File: config.mk
export PLATFORM = sky130hd
export DESIGN_NAME = restart_supervisor_with_backoff
export DESIGN_NICKNAME = d
export VERILOG_FILES = /design/src/rtl/rsb_pkg.sv /design/src/rtl/restart_supervisor_with_backoff.sv
export SDC_FILE = /design/constraint.sdc
export NUM_CORES = 2
export LEC_CHECK = 0
export BUFFER_PORTS_ARGS = -buffer_cell sky130_fd_sc_hd__buf_2
export CAP_MARGIN = 20
export CELL_PAD_IN_SITES_DETAIL_PLACEMENT = 0
export CELL_PAD_IN_SITES_GLOBAL_PLACEMENT = 1
export CORE_ASPECT_RATIO = 1.75
export CORE_UTILIZATION = 51
export DETAILED_ROUTE_END_ITERATION = 10
export PLACE_DENSITY = 0.83
export SLEW_MARGIN = 10
export SYNTH_ARGS = -nofsm -noshare
export SYNTH_HDL_FRONTEND = slang
export SYNTH_SLANG_ARGS = --single-unit
File: constraint.sdc
create_clock -name clk -period 12 [get_ports clk]
set_input_delay 2.4 -clock clk [delete_from_list [all_inputs] [get_ports clk]]
set_output_delay 2.4 -clock clk [all_outputs]
set_load 0.05 [all_outputs]
File: src/rtl/rsb_pkg.sv
// ----------------------------------------------------------------------------
// rsb_pkg
// Shared types and constants for the restart supervisor with backoff.
// ----------------------------------------------------------------------------
package rsb_pkg;

	localparam int FRACTION_BITS_DEF    = 8;
	localparam int TICKS_PER_SECOND_DEF = 1000;

	localparam int DELAY_W   = 24;
	localparam int MULT_W    = 16;
	localparam int WINDOW_W  = 16;
	localparam int COUNT_W   = 8;
	localparam int CODE_W    = 8;
	localparam int CFG_W     = 24;
	localparam int CFG_ADDR_W = 3;

	typedef enum logic [1:0] {
		MODE_TICK  = 2'd0,
		MODE_EXIT  = 2'd1,
		MODE_SPAWN = 2'd2
	} mode_t;

	typedef enum logic [1:0] {
		POLICY_NEVER   = 2'd0,
		POLICY_ALWAYS  = 2'd1,
		POLICY_ON_FAIL = 2'd2
	} policy_t;

	typedef enum logic [3:0] {
		ST_NONE      = 4'd0,
		ST_STARTED   = 4'd1,
		ST_SCHEDULED = 4'd2,
		ST_DUE       = 4'd3,
		ST_ESCALATED = 4'd4,
		ST_HELD      = 4'd5,
		ST_DECLINED  = 4'd6,
		ST_NO_POLICY = 4'd7,
		ST_IGNORED   = 4'd8
	} status_t;

	typedef enum logic [CFG_ADDR_W-1:0] {
		REG_POLICY     = 3'd0,
		REG_INITIAL_MS = 3'd1,
		REG_MULTIPLIER = 3'd2,
		REG_MAX_MS     = 3'd3,
		REG_WINDOW_SEC = 3'd4,
		REG_MAX_RESTARTS = 3'd5
	} reg_idx_t;

	localparam logic [1:0]          POLICY_RST      = 2'd0;
	localparam logic [DELAY_W-1:0]  INITIAL_MS_RST  = 24'd1000;
	localparam logic [MULT_W-1:0]   MULTIPLIER_RST  = 16'd512;
	localparam logic [DELAY_W-1:0]  MAX_MS_RST      = 24'd60000;
	localparam logic [WINDOW_W-1:0] WINDOW_SEC_RST  = 16'd60;
	localparam logic [COUNT_W-1:0]  MAX_RESTARTS_RST = 8'd5;

endpackage

File: src/rtl/restart_supervisor_with_backoff.sv
// ----------------------------------------------------------------------------
// restart_supervisor_with_backoff
// Supervises one restartable worker: tracking, restart window, escalation,
// capped exponential backoff and countdown of a pending restart.
// ----------------------------------------------------------------------------
// Every request (tick, exit or spawn) produces exactly one response. A request
// is taken every cycle while the response register is free or being drained;
// its response appears in the next cycle. All state is updated in the accepting
// cycle; the longest path is the exit request, which runs the running backoff
// product through a (24+FRACTION_BITS) x 16 multiplier and the cap compare.
// No clearing pass follows reset. Configuration writes take effect at once
// and are meant to be done while no request is in flight.
module restart_supervisor_with_backoff
	import rsb_pkg::*;
#(
	parameter int FRACTION_BITS    = FRACTION_BITS_DEF,
	parameter int TICKS_PER_SECOND = TICKS_PER_SECOND_DEF
) (
	input  logic                  clk,
	input  logic                  arst_n,
	input  logic                  s_axis_tvalid,
	output logic                  s_axis_tready,
	input  logic [7:0]            s_axis_tdata,   // [7:0] code
	input  logic [1:0]            s_axis_tuser,   // [1:0] mode
	output logic                  m_axis_tvalid,
	input  logic                  m_axis_tready,
	output logic [39:0]           m_axis_tdata,   // [23:0] delay_ms, [31:24] restart_total,
	                                              // [39:32] code_echo
	output logic [3:0]            m_axis_tuser,   // [3:0] status
	input  logic                  cfg_wen,
	input  logic [CFG_ADDR_W-1:0] cfg_addr,
	input  logic [CFG_W-1:0]      cfg_wdata
);

	localparam int GW     = DELAY_W + FRACTION_BITS;
	localparam int PROD_W = GW + MULT_W;
	localparam int GROWN_W = PROD_W - FRACTION_BITS;
	localparam int MS_W   = (TICKS_PER_SECOND > 1) ? $clog2(TICKS_PER_SECOND) : 1;
	localparam logic [MS_W:0] TPS_C = (MS_W+1)'(TICKS_PER_SECOND);

	// configuration
	logic [1:0]          policy_q;
	logic [DELAY_W-1:0]  initial_q;
	logic [MULT_W-1:0]   mult_q;
	logic [DELAY_W-1:0]  max_q;
	logic [WINDOW_W-1:0] window_q;
	logic [COUNT_W-1:0]  max_restarts_q;

	// supervisor state
	logic                tracking_q, tracking_d;
	logic [MS_W-1:0]     ms_q, ms_d;
	logic [WINDOW_W-1:0] sec_q, sec_d;
	logic [COUNT_W-1:0]  cnt_q, cnt_d;
	logic [COUNT_W-1:0]  streak_q, streak_d;
	logic                esc_q, esc_d;
	logic [GW-1:0]       growing_q, growing_d;
	logic                sat_q, sat_d;
	logic                pending_q, pending_d;
	logic [DELAY_W-1:0]  pend_ms_q, pend_ms_d;

	// response register
	logic                m_valid_q;
	status_t             status_q, status_d;
	logic [DELAY_W-1:0]  delay_q, delay_d;
	logic [COUNT_W-1:0]  count_q;
	logic [CODE_W-1:0]   echo_q, echo_d;

	logic                accept;
	mode_t               mode;
	logic [CODE_W-1:0]   code;
	logic [PROD_W-1:0]   prod;
	logic [GROWN_W-1:0]  grown;
	logic [GW-1:0]       cap;

	assign s_axis_tready = !m_valid_q || m_axis_tready;
	assign accept        = s_axis_tvalid && s_axis_tready;
	assign mode          = mode_t'(s_axis_tuser);
	assign code          = s_axis_tdata;

	assign prod  = PROD_W'(growing_q) * PROD_W'(mult_q);
	assign grown = prod[PROD_W-1:FRACTION_BITS];
	assign cap   = {max_q, {FRACTION_BITS{1'b0}}};

	always_comb begin
		logic [MS_W:0]      ms_inc;
		logic               go;
		logic               expired;
		logic [COUNT_W-1:0] streak_w;
		logic               sat_w;

		tracking_d = tracking_q;
		ms_d       = ms_q;
		sec_d      = sec_q;
		cnt_d      = cnt_q;
		streak_d   = streak_q;
		esc_d      = esc_q;
		growing_d  = growing_q;
		sat_d      = sat_q;
		pending_d  = pending_q;
		pend_ms_d  = pend_ms_q;
		status_d   = ST_NONE;
		delay_d    = '0;
		echo_d     = '0;
		ms_inc     = {1'b0, ms_q} + (MS_W+1)'(1);
		go         = (policy_q == POLICY_ALWAYS) ||
		             ((policy_q == POLICY_ON_FAIL) && (code != '0));
		expired    = (sec_q >= window_q);
		streak_w   = expired ? '0 : streak_q;
		sat_w      = expired ? 1'b0 : sat_q;

		case (mode)
			MODE_TICK: begin
				if (tracking_q) begin
					if (ms_inc >= TPS_C) begin
						ms_d = '0;
						if (sec_q != '1)
							sec_d = sec_q + 1'b1;
					end else begin
						ms_d = ms_inc[MS_W-1:0];
					end
				end
				if (pending_q) begin
					if (pend_ms_q <= DELAY_W'(1)) begin
						pending_d = 1'b0;
						pend_ms_d = '0;
						status_d  = ST_DUE;
					end else begin
						pend_ms_d = pend_ms_q - 1'b1;
					end
				end
			end
			MODE_EXIT: begin
				if (!tracking_q) begin
					status_d = ST_NO_POLICY;
				end else if (!go) begin
					tracking_d = 1'b0;
					ms_d       = '0;
					sec_d      = '0;
					cnt_d      = '0;
					streak_d   = '0;
					esc_d      = 1'b0;
					growing_d  = '0;
					sat_d      = 1'b0;
					pending_d  = 1'b0;
					pend_ms_d  = '0;
					status_d   = ST_DECLINED;
				end else begin
					if (expired) begin
						ms_d  = '0;
						sec_d = '0;
						cnt_d = '0;
					end
					streak_d = streak_w;
					sat_d    = sat_w;
					if ((expired ? '0 : cnt_q) >= max_restarts_q) begin
						if (!esc_q) begin
							esc_d    = 1'b1;
							status_d = ST_ESCALATED;
							echo_d   = code;
						end else begin
							status_d = ST_HELD;
						end
					end else begin
						if (streak_w == '0) begin
							growing_d = {initial_q, {FRACTION_BITS{1'b0}}};
							sat_d     = 1'b0;
							delay_d   = (initial_q < max_q) ? initial_q : max_q;
						end else begin
							if (!sat_w) begin
								if (grown >= GROWN_W'(cap)) begin
									sat_d     = 1'b1;
									growing_d = cap;
								end else begin
									growing_d = grown[GW-1:0];
								end
							end
							delay_d = sat_d ? max_q : growing_d[GW-1:FRACTION_BITS];
						end
						pending_d = 1'b1;
						pend_ms_d = delay_d;
						if (cnt_d != '1)
							cnt_d = cnt_d + 1'b1;
						if (streak_w != '1)
							streak_d = streak_w + 1'b1;
						status_d = ST_SCHEDULED;
						echo_d   = code;
					end
				end
			end
			MODE_SPAWN: begin
				if ((policy_q != POLICY_NEVER) && !tracking_q) begin
					tracking_d = 1'b1;
					ms_d       = '0;
					sec_d      = '0;
					cnt_d      = '0;
					streak_d   = '0;
					esc_d      = 1'b0;
					growing_d  = '0;
					sat_d      = 1'b0;
					pending_d  = 1'b0;
					pend_ms_d  = '0;
					status_d   = ST_STARTED;
				end
			end
			default: begin
				status_d = ST_IGNORED;
			end
		endcase
	end

	always_ff @(posedge clk or negedge arst_n) begin
		if (!arst_n) begin
			policy_q       <= POLICY_RST;
			initial_q      <= INITIAL_MS_RST;
			mult_q         <= MULTIPLIER_RST;
			max_q          <= MAX_MS_RST;
			window_q       <= WINDOW_SEC_RST;
			max_restarts_q <= MAX_RESTARTS_RST;
		end else if (cfg_wen) begin
			case (reg_idx_t'(cfg_addr))
				REG_POLICY:       policy_q       <= cfg_wdata[1:0];
				REG_INITIAL_MS:   initial_q      <= cfg_wdata[DELAY_W-1:0];
				REG_MULTIPLIER:   mult_q         <= cfg_wdata[MULT_W-1:0];
				REG_MAX_MS:       max_q          <= cfg_wdata[DELAY_W-1:0];
				REG_WINDOW_SEC:   window_q       <= cfg_wdata[WINDOW_W-1:0];
				REG_MAX_RESTARTS: max_restarts_q <= cfg_wdata[COUNT_W-1:0];
				default: ;
			endcase
		end
	end

	always_ff @(posedge clk or negedge arst_n) begin
		if (!arst_n) begin
			tracking_q <= 1'b0;
			ms_q       <= '0;
			sec_q      <= '0;
			cnt_q      <= '0;
			streak_q   <= '0;
			esc_q      <= 1'b0;
			growing_q  <= '0;
			sat_q      <= 1'b0;
			pending_q  <= 1'b0;
			pend_ms_q  <= '0;
		end else if (accept) begin
			tracking_q <= tracking_d;
			ms_q       <= ms_d;
			sec_q      <= sec_d;
			cnt_q      <= cnt_d;
			streak_q   <= streak_d;
			esc_q      <= esc_d;
			growing_q  <= growing_d;
			sat_q      <= sat_d;
			pending_q  <= pending_d;
			pend_ms_q  <= pend_ms_d;
		end
	end

	always_ff @(posedge clk or negedge arst_n) begin
		if (!arst_n) begin
			m_valid_q <= 1'b0;
		end else if (accept) begin
			m_valid_q <= 1'b1;
		end else if (m_axis_tready) begin
			m_valid_q <= 1'b0;
		end
	end

	always_ff @(posedge clk) begin
		if (accept) begin
			status_q <= status_d;
			delay_q  <= delay_d;
			count_q  <= cnt_d;
			echo_q   <= echo_d;
		end
	end

	assign m_axis_tvalid = m_valid_q;
	assign m_axis_tuser  = status_q;
	assign m_axis_tdata  = {echo_q, count_q, delay_q};

	a_idle_no_pending_time: assert property (@(posedge clk) disable iff (!arst_n)
		!pending_q |-> (pend_ms_q == '0))
		else $error("remaining delay nonzero with no restart pending");

	a_untracked_clean: assert property (@(posedge clk) disable iff (!arst_n)
		!tracking_q |-> (cnt_q == '0 && streak_q == '0 && !esc_q && !pending_q))
		else $error("supervisor state left over while not tracking");

	a_ms_in_range: assert property (@(posedge clk) disable iff (!arst_n)
		{1'b0, ms_q} < TPS_C)
		else $error("millisecond part of window clock out of range");

	a_stall_only_when_full: assert property (@(posedge clk) disable iff (!arst_n)
		!s_axis_tready |-> m_valid_q)
		else $error("request side stalled with empty response register");

endmodule

# --- Word-level counts from Yosys, hierarchy flattened ---
# Index checks and enable logic that the tools add are counted.
word_totals:
  register_bits: 237
  latchBits: 0
  ram_bits: 0
  romBits: 0
  inputBits: 42
  output_inout_bits: 46
  elab_cells: 181
  mem_count: 0
op_classes:
  add_sub_neg: 5
  mul: 1
  div: 0
  n_lt_le_gt_ge: 6
  eq_ne: 22
  shift: 0
  muxes: 90
  n_bitwise: 3
  n_reduce_logical: 32
ops:
  columns: ["op", "n"]
  rows:
  - ["32-bit 2-to-1 mux", 7]
  - ["24-bit 2-to-1 mux", 9]
  - ["8-bit 2-to-1 mux", 17]
  - ["16-bit 2-to-1 mux", 7]
  - ["24-bit one-hot mux with 3 select lines", 1]
  - ["32-bit one-hot mux with 2 select lines", 1]
  - ["10-bit 2-to-1 mux", 6]
  - ["32-bit by 16-bit multiplier with 48-bit output", 1]
  - ["16-bit one-hot mux with 3 select lines", 1]
  - ["40-bit by 32-bit >= comparator with 1-bit output", 1]
  - ["8-bit one-hot mux with 2 select lines", 2]
  - ["10-bit one-hot mux with 3 select lines", 1]
  - ["1-bit 2-to-1 mux", 28]
  - ["24-bit by 1-bit less-or-equal comparator with 1-bit output (second input constant)", 1]
  - ["24-bit less-than comparator", 1]
  - ["24-bit by 1-bit subtractor with 24-bit output (second input constant)", 1]
  - ["6-bit AND reduction", 3]
  - ["16-bit by 1-bit adder with 16-bit output (second input constant)", 1]
  - ["8-bit by 1-bit adder with 8-bit output (second input constant)", 2]
  - ["16-bit >= comparator", 1]
  - ["16-bit != test (second input constant)", 1]
  - ["8-bit != test (second input constant)", 2]
  - ["5-bit AND reduction", 3]
  - ["4-bit 2-to-1 mux", 3]
  - ["30 further kinds", 58]

# --- Depth between registers and ports, before layout ---
depth:
  depth_word: 15
  ltp_mapped: 37
  depth_no_buf: 34

# --- Least setup slack after synthesis ---
# Ideal clock, no wire load.
synth_timing:
  kind: "register to register"
  from: "reg mult_q[9]"
  to: "reg delay_q[15], data pin"
  setup_time_ns: 0.266
  arrival_time_ns: 8.042
  setup_slack_ns: 3.692
  path_stages_with_launch: 36
  path_buffers: 2
  period_less_slack_ns: 8.308
  path_cell_list: "dfstp_2 -> clkbuf_1 -> nand2_1 -> fa_1 -> inv_1 -> fa_1 -> inv_1 -> fa_1 -> inv_1 -> fa_1 -> inv_1 -> fa_1 -> inv_1 -> fa_1 -> ha_1 -> buf_2 -> a21oi_1 -> o21ai_0 -> a211oi_1 -> o211ai_1 -> a41o_1 -> a21o_1 -> a21o_1 -> a21oi_1 -> xnor2_1 -> ha_1 -> nand4_1 -> or2_2 -> nor2_1 -> nand4_1 -> nor3_1 -> a311oi_2 -> nand4_2 -> nor2_1 -> a221oi_1 -> nor2_1"
synth_via:
  elab_chain_len: 11
synth_lines:
  columns: ["element", "line_no", "source"]
  rows:
  - ["start: declaration", "restart_supervisor_with_backoff.sv:44", "logic [MULT_W-1:0] mult_q;"]
  - ["start signal: assignment", "restart_supervisor_with_backoff.sv:223", "REG_MULTIPLIER: mult_q <= cfg_wdata[MULT_W-1:0];"]
  - ["32-bit by 16-bit multiplier with 48-bit output (*)", "restart_supervisor_with_backoff.sv:80", "assign prod = PROD_W'(growing_q) * PROD_W'(mult_q);"]
  - ["40-bit by 32-bit >= comparator with 1-bit output", "restart_supervisor_with_backoff.sv:170", "if (grown >= GROWN_W'(cap)) begin"]
  - ["1-bit 2-to-1 mux", "restart_supervisor_with_backoff.sv:170", null]
  - ["1-bit 2-to-1 mux", "restart_supervisor_with_backoff.sv:169", "if (!sat_w) begin"]
  - ["1-bit 2-to-1 mux", "restart_supervisor_with_backoff.sv:164", "if (streak_w == '0) begin"]
  - ["1-bit 2-to-1 mux", "restart_supervisor_with_backoff.sv:155", "if ((expired ? '0 : cnt_q) >= max_restarts_q) begin"]
  - ["1-bit 2-to-1 mux", "restart_supervisor_with_backoff.sv:135", "end else if (!go) begin"]
  - ["1-bit 2-to-1 mux", "restart_supervisor_with_backoff.sv:133", "if (!tracking_q) begin"]
  - ["1-bit 2-to-1 mux", "restart_supervisor_with_backoff.sv:111", "case (mode)"]
  - ["24-bit 2-to-1 mux (*)", "restart_supervisor_with_backoff.sv:177", "delay_d = sat_d ? max_q : growing_d[GW-1:FRACTION_BITS];"]
  - ["24-bit 2-to-1 mux (*)", "restart_supervisor_with_backoff.sv:164", null]
  - ["end signal: assignment", "restart_supervisor_with_backoff.sv:271", "delay_q <= delay_d;"]
  - ["end: declaration", "restart_supervisor_with_backoff.sv:64", "logic [DELAY_W-1:0] delay_q, delay_d;"]
# Mark *: on every way between the ends. The rest lies on a longest branch, timed or not. The select of a mux whose other input is x is not followed.
# A chain may end at the register's enable or synchronous reset.

# --- Final worst setup path ---
layout_timing:
  from: "reg mult_q[4]"
  to: "reg delay_q[20], data pin"
# Same word-level chain as after synthesis.

==> impl_metrics.toml <==
[timing]
finalCritPeriodShare = 0.866
fmax_ghz = 0.0962
rsz0062_at_grt = "no"
worst_slack_ns = 1.60
maxSlewHeadroom = 0.159
worst_slew_pin_slew_ns = 1.25
final.setup.tns_ns = 0
period_minus_slack_ns = 10.40
setup_viol = 0
drv_slew = 0
fin_skew_ns = 0.0277
hold_viol = 0

[setup_path]
critical_path_required_ns = 12.41
r2r-start = "mult_q[4]"
arrival_ns = 10.80
r2r_slack_ns = 1.60
worstReg2RegEnd = "delay_q[20]"
path_class = "flop to flop"
endpoint_kind = "flop"
critPathSlowestCell = "dfrtp_1"
slowest_delay_ns = 1.09
reg2reg_depth = 31
worstSetupStartpointType = "flop"
critPathMaxFanout = 33
path_common_cell = "fa_1"

[worst_hold_path]
min_to = "window_q[3]"
hold_depth = 2
hold_start = "window_q[3]"
holdCritPathClass = "flop to flop"

[cells_and_area]
final_core_util = 0.554
fin_nets = 3937
drive_gt1_frac = 0.0950
postLayoutCellArea_mm2 = 0.0317
layout.cells.most_common_list = "537 x inv_1, 506 x nand2_1, 417 x fa_1"
n_antenna_cell = 0
final_common_cell = "inv_1"
area_delta_synth_final_pct = 6.96
fillers = 5233

[yosys]
syn_area_per_cell_um2 = 9.05
synth-seq-cells = 237
synthCells = 3281
synth-edff-count = 44
async_flop_share = 0.814
synth_area_mm2 = 0.0297
syn_nets = 3939
synth_seq_area_share = 0.208
synth_top_flop_cell = "dfrtp_1"
synth_cell_type_count = 94
yosysWarnings = 0

[place]
dpl_cell_area_mm2 = 0.0308
hpwl_mm = 72.3
place_ws_ns = 1.60
place.gp.congestion = 0.935
numPortBuffers = 87

[routing]
ant_nets = 0
wl_per_cell_um = 22.4
via_count = 23900
viasPerCell = 5.89
drtPass1Iterations = 6
first_iter_violations = 1620
drc_errors = 0
routed_wl_mm = 90.9

[clock_tree]
htree_levels = 1
numCtsBuffers = 24
root_buffer = "clkbuf_16"
clkLatencyLatePin_ns = 0.57
ctsHoldBuffers = 0
clk_pin_slew_ns = 0.07
max-clock-path-buffers = 3
cts_sinks = 237
cts_setup_buffers = 0
cts_tree = "built"
cts.repair.resized = 0

[outcome]
status = "completed"

[die]
die_y_um = 321
start_util = 0.518
die_w_um = 184
io_pins = 88
num_rows = 116
die-area_mm2 = 0.0592
core_area_mm2 = 0.0573

[grt]
grt_max_degree = 76
antenna_found_initial = 4
grt_pass1_vias = 25900
grt_overflow = 0
grt_use_total = 0.322
grt_pass1_wl_mm = 145

[flow_run]
max_cap_viol_count = 0
==> per-layer routing <==
layer | GRT usage | routed length [um]
met5 | 0 | 0
met4 | 0.163 | 4760
met3 | 0.0232 | 4060
met2 | 0.592 | 48700
met1 | 0.370 | 33400
==> critical path: cells and delay by family, from the launching register on <==
family                     cells  cell delay (ns)
adders and majority gates      8             3.82
AOI/OAI and AO/OA              8             2.81
xor gates and xnor gates       1             0.49
DFF                            1             1.09
buffers and inverters          4             0.26
and+or+nand+nor               10             1.77
==> final cells by class <==
class / instances / area, um^2 / area share
Timing Repair Buffer: 133 / 865 / 0.0272
Tap cell: 767 / 960 / 0.0302
Sequential cell: 237 / 6180 / 0.195
Multi-Input combinational cell: 2345 / 20800 / 0.657
Clock inverter: 11 / 163 / 0.00512
Inverter: 538 / 2020 / 0.0636
Clock buffer: 32 / 714 / 0.0225
==> state kept, by name (all words and copies together), names as in the netlist, 8 cells and up <==
register        flops
cnt_q               8
count_q             8
delay_q            24
echo_q              8
growing_q          32
initial_q          24
max_q              24
max_restarts_q      8
ms_q               10
mult_q             16
pend_ms_q          24
sec_q              16
streak_q            8
window_q           16
==> stage by stage <==
stage	std cells	hold WS, ns
3_5_place_dp	4016	0.500
2_1_floorplan	3281	0.467
6_report	4063	0.508
5_1_grt	4063	0.527
4_1_cts	4059	0.514
3_3_place_gp	4015	0.481
==> synth_stat cells (all sizes together) (40+ instances only) <==
cell    instances  share of area
a21oi         118          0.020
and2          199          0.042
clkbuf        146          0.019
dfrtp         173           0.15
edfxtp         44          0.045
fa            417           0.28
ha            199          0.084
inv           538          0.068
mux2           74          0.028
nand2         507          0.064
nand3          40         0.0069
nor2          113          0.015
nor3           44         0.0076
o21ai         168          0.029
==> worst max-delay path by stage <==
stage / slack, ns / end / startpoint
floorplan: 3.69 / delay_q[15] / mult_q[9]
global placement: 1.72 / delay_q[15] / mult_q[10]
detailed placement: 1.60 / delay_q[15] / mult_q[6]
CTS: 1.56 / delay_q[15] / mult_q[6]
global route: 1.10 / growing_q[31] / mult_q[4]
finish: 1.60 / delay_q[20] / mult_q[4]
==> logic make-up after synthesis <==
group,share of synthesized area
flip-flops,0.208
XOR/XNOR,0.0135
AO/OA/AOI/OAI,0.113
adder cells (fa/ha/maj),0.365
buffers and inverters,0.0901
multiplexers,0.0379
AND/OR/NAND/NOR,0.172
Power is left out: the tool's default activity adds up to more than one toggle a clock period on the data nets, which glitch-free logic cannot reach.
